File: src/rtl/core/plte_pkg.sv
// Package for the pc/line table encoder: constants, byte selects, FSM states
// and the command/status structs between controller and datapath.
// No dependencies.
`timescale 1ns / 1ps
`default_nettype none

package plte_pkg;

  localparam int unsigned MaxPcBytesDefault = 16;

  localparam int unsigned AddrWidth = 32;
  localparam int unsigned LineWidth = 31;
  localparam int unsigned HalvesWidth = AddrWidth - 1;

  localparam logic [7:0] ChunkMax = 8'd127;
  localparam logic [7:0] PadByte = 8'd129;
  localparam logic [31:0] ShortRange = 32'd64;
  localparam logic [AddrWidth-1:0] HalfWord = 32'd2;

  typedef enum logic [3:0] {
    SelChunk,
    SelShort,
    SelZero,
    SelB3,
    SelB2,
    SelB1,
    SelB0,
    SelPad,
    SelOvf
  } byte_sel_e;

  typedef enum logic [3:0] {
    StIdle,
    StEval,
    StChunk,
    StShort,
    StLongZ,
    StLong3,
    StLong2,
    StLong1,
    StLong0,
    StPad,
    StOvf
  } state_e;

  typedef struct packed {
    logic      load;
    logic      emit;
    byte_sel_e sel;
    logic      last;
    logic      chunk_step;
    logic      commit;
    logic      restart;
  } cmd_t;

  typedef struct packed {
    logic encode;
    logic endp;
    logic ovf;
    logic halves_zero;
    logic last_chunk;
    logic short_delta;
    logic odd;
    logic out_free;
  } status_t;

endpackage

`default_nettype wire

File: src/rtl/core/plte_ctrl.sv
// Controller for the pc/line table encoder: sequences the bytes of one item.
// Depends on plte_pkg; drives the plte_dp datapath through cmd_t.
`timescale 1ns / 1ps
`default_nettype none

module plte_ctrl
  import plte_pkg::*;
(
  input  wire logic    clk_i,
  input  wire logic    rst_ni,
  input  wire logic    in_valid_i,
  output logic         in_ready_o,
  input  wire status_t status_i,
  output cmd_t         cmd_o
);

  state_e state_q, state_d;

  // last byte of the line delta ends the run unless padding follows
  logic line_last;
  assign line_last = !(status_i.endp && !status_i.odd);

  always_ff @(posedge clk_i or negedge rst_ni) begin
    if (!rst_ni) begin
      state_q <= StIdle;
    end else begin
      state_q <= state_d;
    end
  end

  always_comb begin
    state_d = state_q;
    case (state_q)
      StIdle: begin
        if (in_valid_i) state_d = StEval;
      end
      StEval: begin
        if (!status_i.encode) begin
          state_d = (status_i.endp && status_i.odd) ? StPad : StIdle;
        end else if (status_i.ovf) begin
          state_d = StOvf;
        end else if (!status_i.halves_zero) begin
          state_d = StChunk;
        end else begin
          state_d = status_i.short_delta ? StShort : StLongZ;
        end
      end
      StChunk: begin
        if (status_i.out_free && status_i.last_chunk) begin
          state_d = status_i.short_delta ? StShort : StLongZ;
        end
      end
      StShort, StLong0: begin
        if (status_i.out_free) state_d = line_last ? StIdle : StPad;
      end
      StLongZ: if (status_i.out_free) state_d = StLong3;
      StLong3: if (status_i.out_free) state_d = StLong2;
      StLong2: if (status_i.out_free) state_d = StLong1;
      StLong1: if (status_i.out_free) state_d = StLong0;
      StPad, StOvf: begin
        if (status_i.out_free) state_d = StIdle;
      end
      default: state_d = StIdle;
    endcase
  end

  always_comb begin
    cmd_o = '0;
    cmd_o.sel = SelChunk;
    in_ready_o = 1'b0;
    case (state_q)
      StIdle: begin
        in_ready_o = 1'b1;
        cmd_o.load = in_valid_i;
      end
      StEval: begin
        if (!status_i.encode) begin
          cmd_o.restart = status_i.endp && !status_i.odd;
        end else if (!status_i.ovf) begin
          cmd_o.commit = 1'b1;
        end
      end
      StChunk: begin
        cmd_o.emit = status_i.out_free;
        cmd_o.sel = SelChunk;
        cmd_o.chunk_step = status_i.out_free;
      end
      StShort, StLong0: begin
        cmd_o.emit = status_i.out_free;
        cmd_o.sel = (state_q == StShort) ? SelShort : SelB0;
        cmd_o.last = line_last;
        cmd_o.restart = status_i.out_free && status_i.endp && line_last;
      end
      StLongZ: begin
        cmd_o.emit = status_i.out_free;
        cmd_o.sel = SelZero;
      end
      StLong3: begin
        cmd_o.emit = status_i.out_free;
        cmd_o.sel = SelB3;
      end
      StLong2: begin
        cmd_o.emit = status_i.out_free;
        cmd_o.sel = SelB2;
      end
      StLong1: begin
        cmd_o.emit = status_i.out_free;
        cmd_o.sel = SelB1;
      end
      StPad: begin
        cmd_o.emit = status_i.out_free;
        cmd_o.sel = SelPad;
        cmd_o.last = 1'b1;
        cmd_o.restart = status_i.out_free;
      end
      StOvf: begin
        cmd_o.emit = status_i.out_free;
        cmd_o.sel = SelOvf;
        cmd_o.last = 1'b1;
      end
      default: begin
        cmd_o = '0;
        cmd_o.sel = SelChunk;
      end
    endcase
  end

endmodule

`default_nettype wire

File: src/rtl/core/plte_dp.sv
// Datapath for the pc/line table encoder: table state, item registers,
// advance counter, byte selection and the output register.
// Depends on plte_pkg; commanded by plte_ctrl.
`timescale 1ns / 1ps
`default_nettype none

module plte_dp
  import plte_pkg::*;
#(
  parameter int unsigned MaxPcBytes = MaxPcBytesDefault
) (
  input  wire logic                 clk_i,
  input  wire logic                 rst_ni,
  input  wire logic [AddrWidth-1:0] instr_address_i,
  input  wire logic [LineWidth-1:0] source_line_i,
  input  wire logic                 skip_entry_i,
  input  wire logic                 end_of_program_i,
  input  wire logic                 cfg_we_i,
  input  wire logic [AddrWidth-1:0] cfg_wdata_i,
  input  wire logic                 out_ready_i,
  output logic                      out_valid_o,
  output logic [7:0]                table_byte_o,
  output logic                      last_of_run_o,
  output logic                      overflow_o,
  input  wire cmd_t                 cmd_i,
  output status_t                   status_o
);

  localparam int unsigned LimitInt = 127 * MaxPcBytes;
  localparam logic [HalvesWidth-1:0] HalvesLimit = HalvesWidth'(LimitInt);

  logic [AddrWidth-1:0]   text_base_q, prev_addr_q, prev_addr_d;
  logic [LineWidth-1:0]   prev_line_q, prev_line_d;
  logic                   odd_q, odd_d;
  logic [AddrWidth-1:0]   addr_q;
  logic [LineWidth-1:0]   line_q;
  logic                   endp_q, enc_q;
  logic [HalvesWidth-1:0] halves_q, halves_d;
  logic [31:0]            delta_q;
  logic                   out_valid_q, out_valid_d;
  logic [7:0]             byte_q, byte_d;
  logic                   last_q, ovf_q;

  logic [AddrWidth-1:0]   addr_diff;
  logic [6:0]             chunk_len;
  logic [7:0]             short_byte;
  logic                   out_free;

  assign addr_diff = instr_address_i - prev_addr_q;
  assign out_free = !out_valid_q || out_ready_i;
  assign status_o.last_chunk = (halves_q <= HalvesWidth'(ChunkMax));
  assign chunk_len = status_o.last_chunk ? halves_q[6:0] : ChunkMax[6:0];
  assign short_byte = (delta_q <= ShortRange) ? delta_q[7:0]
                                              : ShortRange[7:0] - delta_q[7:0];

  assign status_o.encode = enc_q;
  assign status_o.endp = endp_q;
  assign status_o.ovf = (halves_q > HalvesLimit);
  assign status_o.halves_zero = (halves_q == '0);
  assign status_o.short_delta = ((delta_q != '0) && (delta_q <= ShortRange)) ||
                                (delta_q >= (32'd0 - ShortRange));
  assign status_o.odd = odd_q;
  assign status_o.out_free = out_free;

  always_comb begin
    case (cmd_i.sel)
      SelChunk: byte_d = {1'b1, chunk_len};
      SelShort: byte_d = short_byte;
      SelZero:  byte_d = 8'd0;
      SelB3:    byte_d = delta_q[31:24];
      SelB2:    byte_d = delta_q[23:16];
      SelB1:    byte_d = delta_q[15:8];
      SelB0:    byte_d = delta_q[7:0];
      SelPad:   byte_d = PadByte;
      SelOvf:   byte_d = 8'd0;
      default:  byte_d = 8'd0;
    endcase
  end

  always_comb begin
    halves_d = halves_q;
    if (cmd_i.load) begin
      halves_d = addr_diff[AddrWidth-1:1];
    end else if (cmd_i.chunk_step) begin
      halves_d = halves_q - HalvesWidth'(chunk_len);
    end

    prev_addr_d = prev_addr_q;
    prev_line_d = prev_line_q;
    odd_d = odd_q;
    if (cmd_i.commit) begin
      prev_addr_d = addr_q + HalfWord;
      prev_line_d = line_q;
    end
    // every table byte of an encoded item flips the parity
    if (cmd_i.emit && (cmd_i.sel != SelPad) && (cmd_i.sel != SelOvf)) begin
      odd_d = ~odd_q;
    end
    if (cmd_i.restart) begin
      prev_addr_d = text_base_q;
      prev_line_d = '0;
      odd_d = 1'b0;
    end
    if (cfg_we_i) begin
      prev_addr_d = cfg_wdata_i;
    end

    out_valid_d = out_valid_q;
    if (cmd_i.emit) begin
      out_valid_d = 1'b1;
    end else if (out_ready_i) begin
      out_valid_d = 1'b0;
    end
  end

  always_ff @(posedge clk_i or negedge rst_ni) begin
    if (!rst_ni) begin
      text_base_q <= '0;
      prev_addr_q <= '0;
      prev_line_q <= '0;
      odd_q       <= 1'b0;
      out_valid_q <= 1'b0;
    end else begin
      if (cfg_we_i) text_base_q <= cfg_wdata_i;
      prev_addr_q <= prev_addr_d;
      prev_line_q <= prev_line_d;
      odd_q       <= odd_d;
      out_valid_q <= out_valid_d;
    end
  end

  always_ff @(posedge clk_i) begin
    halves_q <= halves_d;
    if (cmd_i.load) begin
      addr_q  <= instr_address_i;
      line_q  <= source_line_i;
      endp_q  <= end_of_program_i;
      enc_q   <= !skip_entry_i && (source_line_i != prev_line_q);
      delta_q <= {1'b0, source_line_i} - {1'b0, prev_line_q};
    end
    if (cmd_i.emit) begin
      byte_q <= byte_d;
      last_q <= cmd_i.last;
      ovf_q  <= (cmd_i.sel == SelOvf);
    end
  end

  assign out_valid_o = out_valid_q;
  assign table_byte_o = byte_q;
  assign last_of_run_o = last_q;
  assign overflow_o = ovf_q;

endmodule

`default_nettype wire

File: src/rtl/core/pc_line_table_encoder_top.sv
// Top level of the pc/line table encoder: controller plus datapath.
// Depends on plte_pkg, plte_ctrl and plte_dp.
`timescale 1ns / 1ps
`default_nettype none

// Encodes instruction records into pc/line table bytes, one record at a time.
// A record is taken in the idle state and evaluated in the next cycle, and
// then each table byte it produces is loaded in turn into the output
// register, each byte waiting while the output side stalls. The byte
// sequencer in the controller steps through these bytes: the address
// advance is counted down by one chunk of up to 127 half-words per byte.
// An advance beyond MaxPcBytes chunks gives a single overflow result and
// leaves the table state untouched. text_base is written through
// cfg_we_i/cfg_wdata_i, which also reloads the previous address; the user
// writes it only while the block is idle, as the block does not enforce this.
module pc_line_table_encoder_top
  import plte_pkg::*;
#(
  parameter int unsigned MaxPcBytes = MaxPcBytesDefault
) (
  input  wire logic                 clk_i,
  input  wire logic                 rst_ni,
  input  wire logic                 in_valid_i,
  output logic                      in_ready_o,
  input  wire logic [AddrWidth-1:0] instr_address_i,
  input  wire logic [LineWidth-1:0] source_line_i,
  input  wire logic                 skip_entry_i,
  input  wire logic                 end_of_program_i,
  input  wire logic                 cfg_we_i,
  input  wire logic [AddrWidth-1:0] cfg_wdata_i,
  output logic                      out_valid_o,
  input  wire logic                 out_ready_i,
  output logic [7:0]                table_byte_o,
  output logic                      last_of_run_o,
  output logic                      overflow_o
);

  cmd_t    cmd;
  status_t status;

  plte_ctrl u_ctrl (
    .clk_i      (clk_i),
    .rst_ni     (rst_ni),
    .in_valid_i (in_valid_i),
    .in_ready_o (in_ready_o),
    .status_i   (status),
    .cmd_o      (cmd)
  );

  plte_dp #(
    .MaxPcBytes (MaxPcBytes)
  ) u_dp (
    .clk_i            (clk_i),
    .rst_ni           (rst_ni),
    .instr_address_i  (instr_address_i),
    .source_line_i    (source_line_i),
    .skip_entry_i     (skip_entry_i),
    .end_of_program_i (end_of_program_i),
    .cfg_we_i         (cfg_we_i),
    .cfg_wdata_i      (cfg_wdata_i),
    .out_ready_i      (out_ready_i),
    .out_valid_o      (out_valid_o),
    .table_byte_o     (table_byte_o),
    .last_of_run_o    (last_of_run_o),
    .overflow_o       (overflow_o),
    .cmd_i            (cmd),
    .status_o         (status)
  );

endmodule

`default_nettype wire
File: config.mk
export PLATFORM = sky130hd
export DESIGN_NAME = pc_line_table_encoder_top
export DESIGN_NICKNAME = d
export VERILOG_FILES = /design/src/rtl/core/plte_pkg.sv /design/src/rtl/core/plte_ctrl.sv /design/src/rtl/core/plte_dp.sv /design/src/rtl/core/pc_line_table_encoder_top.sv
export SDC_FILE = /design/constraint.sdc
export NUM_CORES = 1
export LEC_CHECK = 0
export BUFFER_PORTS_ARGS = -buffer_cell sky130_fd_sc_hd__buf_4
export CAP_MARGIN = 20
export CORE_AREA = 3 3 291 207
export CTS_CLUSTER_DIAMETER = 60
export DETAILED_ROUTE_END_ITERATION = 8
export DIE_AREA = 0 0 294 210
export GPL_TIMING_DRIVEN = 1
export SYNTH_ARGS = -nofsm -noshare
export SYNTH_HDL_FRONTEND = slang
export SYNTH_SLANG_ARGS = --single-unit
File: constraint.sdc
create_clock -name clk_i -period 8.5 [get_ports clk_i]
set_clock_uncertainty 0.05 [all_clocks]
set_input_delay 1.7 -clock clk_i [delete_from_list [all_inputs] [get_ports clk_i]]
set_output_delay 1.7 -clock clk_i [all_outputs]
set_load 0.05 [all_outputs]
==> impl_metrics.yaml <==
status:
  status: "complete, no violations"
detailed_routing:
  first_pass_iters: 8
  num_vias: 11801
  drtIter0Drc: 1057
  antenna_left: 0
  route.detailed.drc: 0
  via_per_inst: 4.927
  wl_per_cell_um: 17.37
  wl_um: 41600
yosys:
  ys_types: 74
  syn_nets: 1683
  synth-seq-area-share_pct: 46.54
  synth_ff_type: "edfxtp_1"
  synth.most_common_cell: "nand2_1"
  synthArstFlopShare_pct: 42.26
  syn-cell-area_um2: 14340
  synth_top_area_share_pct: 28.91
  synth_edf_count: 138
  yosys.area.top_type: "edfxtp_1"
  ys_seq_elements: 239
  ys_top_cells_by_count: "nand2_1 (162), edfxtp_1 (138), inv_1 (126)"
  synth_area_leaders: "edfxtp_1 (29%), dfrtp_1 (18%), ha_1 (5.6%)"
  synth.avg_cell_area_um2: 9.463
  yosysWarningCount: 0
  syn_inst: 1515
pwr:
  clkPwrFrac_pct: 24.3
  total_leakage_power_nw: 6.595
  p_comb_share_pct: 38.5
  p_switching_mw: 2.136
  seqPwrFrac_pct: 37.2
  p_sw_share_pct: 40.43
  powerDensity_nw_per_um2: 310.7
  max-vdd-ir-drop_mv: 0.2334
  p_int_mw: 3.147
finish:
  n_fill_cell: 6003
  drive_gt1_share_pct: 12.78
  n_antenna_cell: 0
  design_area_um2: 17010
  final_nets: 1778
  postLayoutCoreUtil_pct: 29.39
  area_delta_synth_final_pct: 18.63
sta:
  finalSetupTns_ns: 0
  setup_violations: 0
  slew_viol_final: 0
  post-route-period-util_pct: 49.78
  timing.hold.ws_ns: 0.3995
  timing.final.crit_period_ns: 4.231
  tightest_slew_ns: 1.047
  relSlewSlack_pct: 29.23
  rsz0062_at_grt: "false"
  hold_violations: 0
  timing.fmax_mhz: 236.3
floorplan:
  initial_utilization_pct: 24.77
  die-area_um2: 61740
  fp-row-count: 74
  io_pins: 114
  die_y_um: 210
  core_area_um2: 57870
  die_w_um: 294
clocking:
  post_cts_buffers: 0
  ctsResizeCount: 0
  clkSinkCount: 239
  clk_latency_ns: 0.58
  cts_buffers: 31
  cts_buffer_depth: 3
  clkTransAtPathRegs_ns: 0.06
  cts.htree.levels: 1
  cts_root_buf: "clkbuf_16"
  cts_hold_buf: 0
  cts_tree: "built"
worst_hold_path:
  min-delay-path-class: "register to register"
setup_path:
  required_ns: 6.75
  worstPathArrival_ns: 2.48
  critical_path_class: "register to output pin"
  cp-start-kind: "register"
  path_max_fanout: 31
  cp-end-kind: "output pin"
grt:
  grt_pass1_vias: 11206
  grt.overflow.total: 0
  antenna_found_initial: 1
  grtUsageMet2_pct: 18.73
  grt_util_all_layers_pct: 13.11
  grtUsageMet1_pct: 20.49
  grt_pass1_wl_um: 64800
  top_usage_layer: "met1"
  gr-usage-met3_pct: 1.991
  grt_max_degree: 97
flow_run:
  max_cap_viol_count: 0
place:
  place_area_um2: 15980
  dp_hpwl_um: 30230
  gp_congestion: 0.8942
  io_buffer_count: 113
-- cells in the final DEF, fill, tap and decap left out, types with 17 or more instances in the layout --
master	synthesis	layout
a211oi_1	37	37
a21o_1	18	18
a21oi_1	117	117
and3_1	17	17
buf_4	1	122
clkbuf_16	0	31
dfrtp_1	101	101
edfxtp_1	138	138
ha_1	64	64
inv_1	126	125
nand2_1	162	162
nand3_1	32	32
nand4_1	19	19
nor2_1	112	112
nor2b_1	17	17
nor3_1	32	32
nor4_1	22	22
o21ai_0	110	109
o31ai_1	37	37
xnor2_1	57	57
xor2_1	47	47
-- cell type report --
class | instances | area [µm²] | area share (%)
Clock buffer | 35 | 810.8 | 4.767
Clock inverter | 23 | 192.7 | 1.133
Inverter | 126 | 475.5 | 2.796
Multi-Input combinational cell | 1089 | 6963 | 40.94
Sequential cell | 239 | 6671 | 39.23
Tap cell | 760 | 950.9 | 5.591
Timing Repair Buffer | 123 | 943.4 | 5.547
-- path summary, 6_finish.rpt --
kind                                    from                   end  slack [ns]  cells past startpoint
max in group asynchronous             rst_ni  u_dp.prev_addr_q[22]        6.08                      2
min reg2reg                   u_dp.line_q[3]   u_dp.prev_line_q[3]        0.40                      2
min in group asynchronous             rst_ni      u_dp.out_valid_o        1.22                      1
max reg2reg                 u_dp.halves_q[7]     u_dp.halves_q[30]        4.49                     11
min                           u_dp.line_q[3]   u_dp.prev_line_q[3]        0.40                      2
max                        u_ctrl.state_q[1]            in_ready_o        4.27                      2
-- sequential cells by signal (all words and copies together), names as in the netlist, 8 cells and up --
signal and flops:
u_dp.delta_q 32, u_dp.addr_q 32, u_dp.table_byte_o 8, u_dp.prev_addr_q 32
u_dp.prev_line_q 31, u_dp.text_base_q 32, u_dp.line_q 31, u_dp.halves_q 31
-- worst max-delay path: stages, from the launching register on --
cell and delay (ns):
dfrtp_1 0.74, nor4_1 0.83, buf_4 0.33
-- power by group through the flow --
stage                     Combinational, mW  Clock (mW)  Sequential [mW]
final                                  2.03        1.28             1.96
after global placement                 1.99           0             1.96
after floorplan                        1.34           0             1.99
after CTS                              2.02        1.32             1.96
after global routing                   2.25        1.37             2.00
after detailed placement               2.01           0             1.98
-- kinds of logic after synthesis --
| logic type | after synthesis | synth area share (%) |
|---|---|---|
| muxes | 24 | 1.780 |
| adders and majority gates | 66 | 5.865 |
| xor gates and xnor gates | 104 | 6.354 |
| and+or+nand+nor | 475 | 16.11 |
| DFF | 239 | 46.54 |
| buffers and inverters | 187 | 4.983 |
| AOI/OAI and AO/OA | 420 | 18.37 |
-- metrics by stage --
stage | worst slack [ns] | instances | total power, mW
floorplan | 1.739 | 1515 | 3.338
global placement | 4.016 | 2336 | 3.956
detailed placement | 3.982 | 2336 | 3.988
CTS | 4.166 | 2394 | 5.297
global route | 4.134 | 2395 | 5.625
finish | 4.269 | 2395 | 5.283
-- routing by layer --
layer	part of all wire, %	up-vias	wire, µm
li1	-	5677	-
met1	51	5721	21230
met2	41	349	17200
met3	5.3	52	2224
met4	2.2	2	927
met5	0.031	-	13
Note: power is estimated with default switching activity, not from simulation.
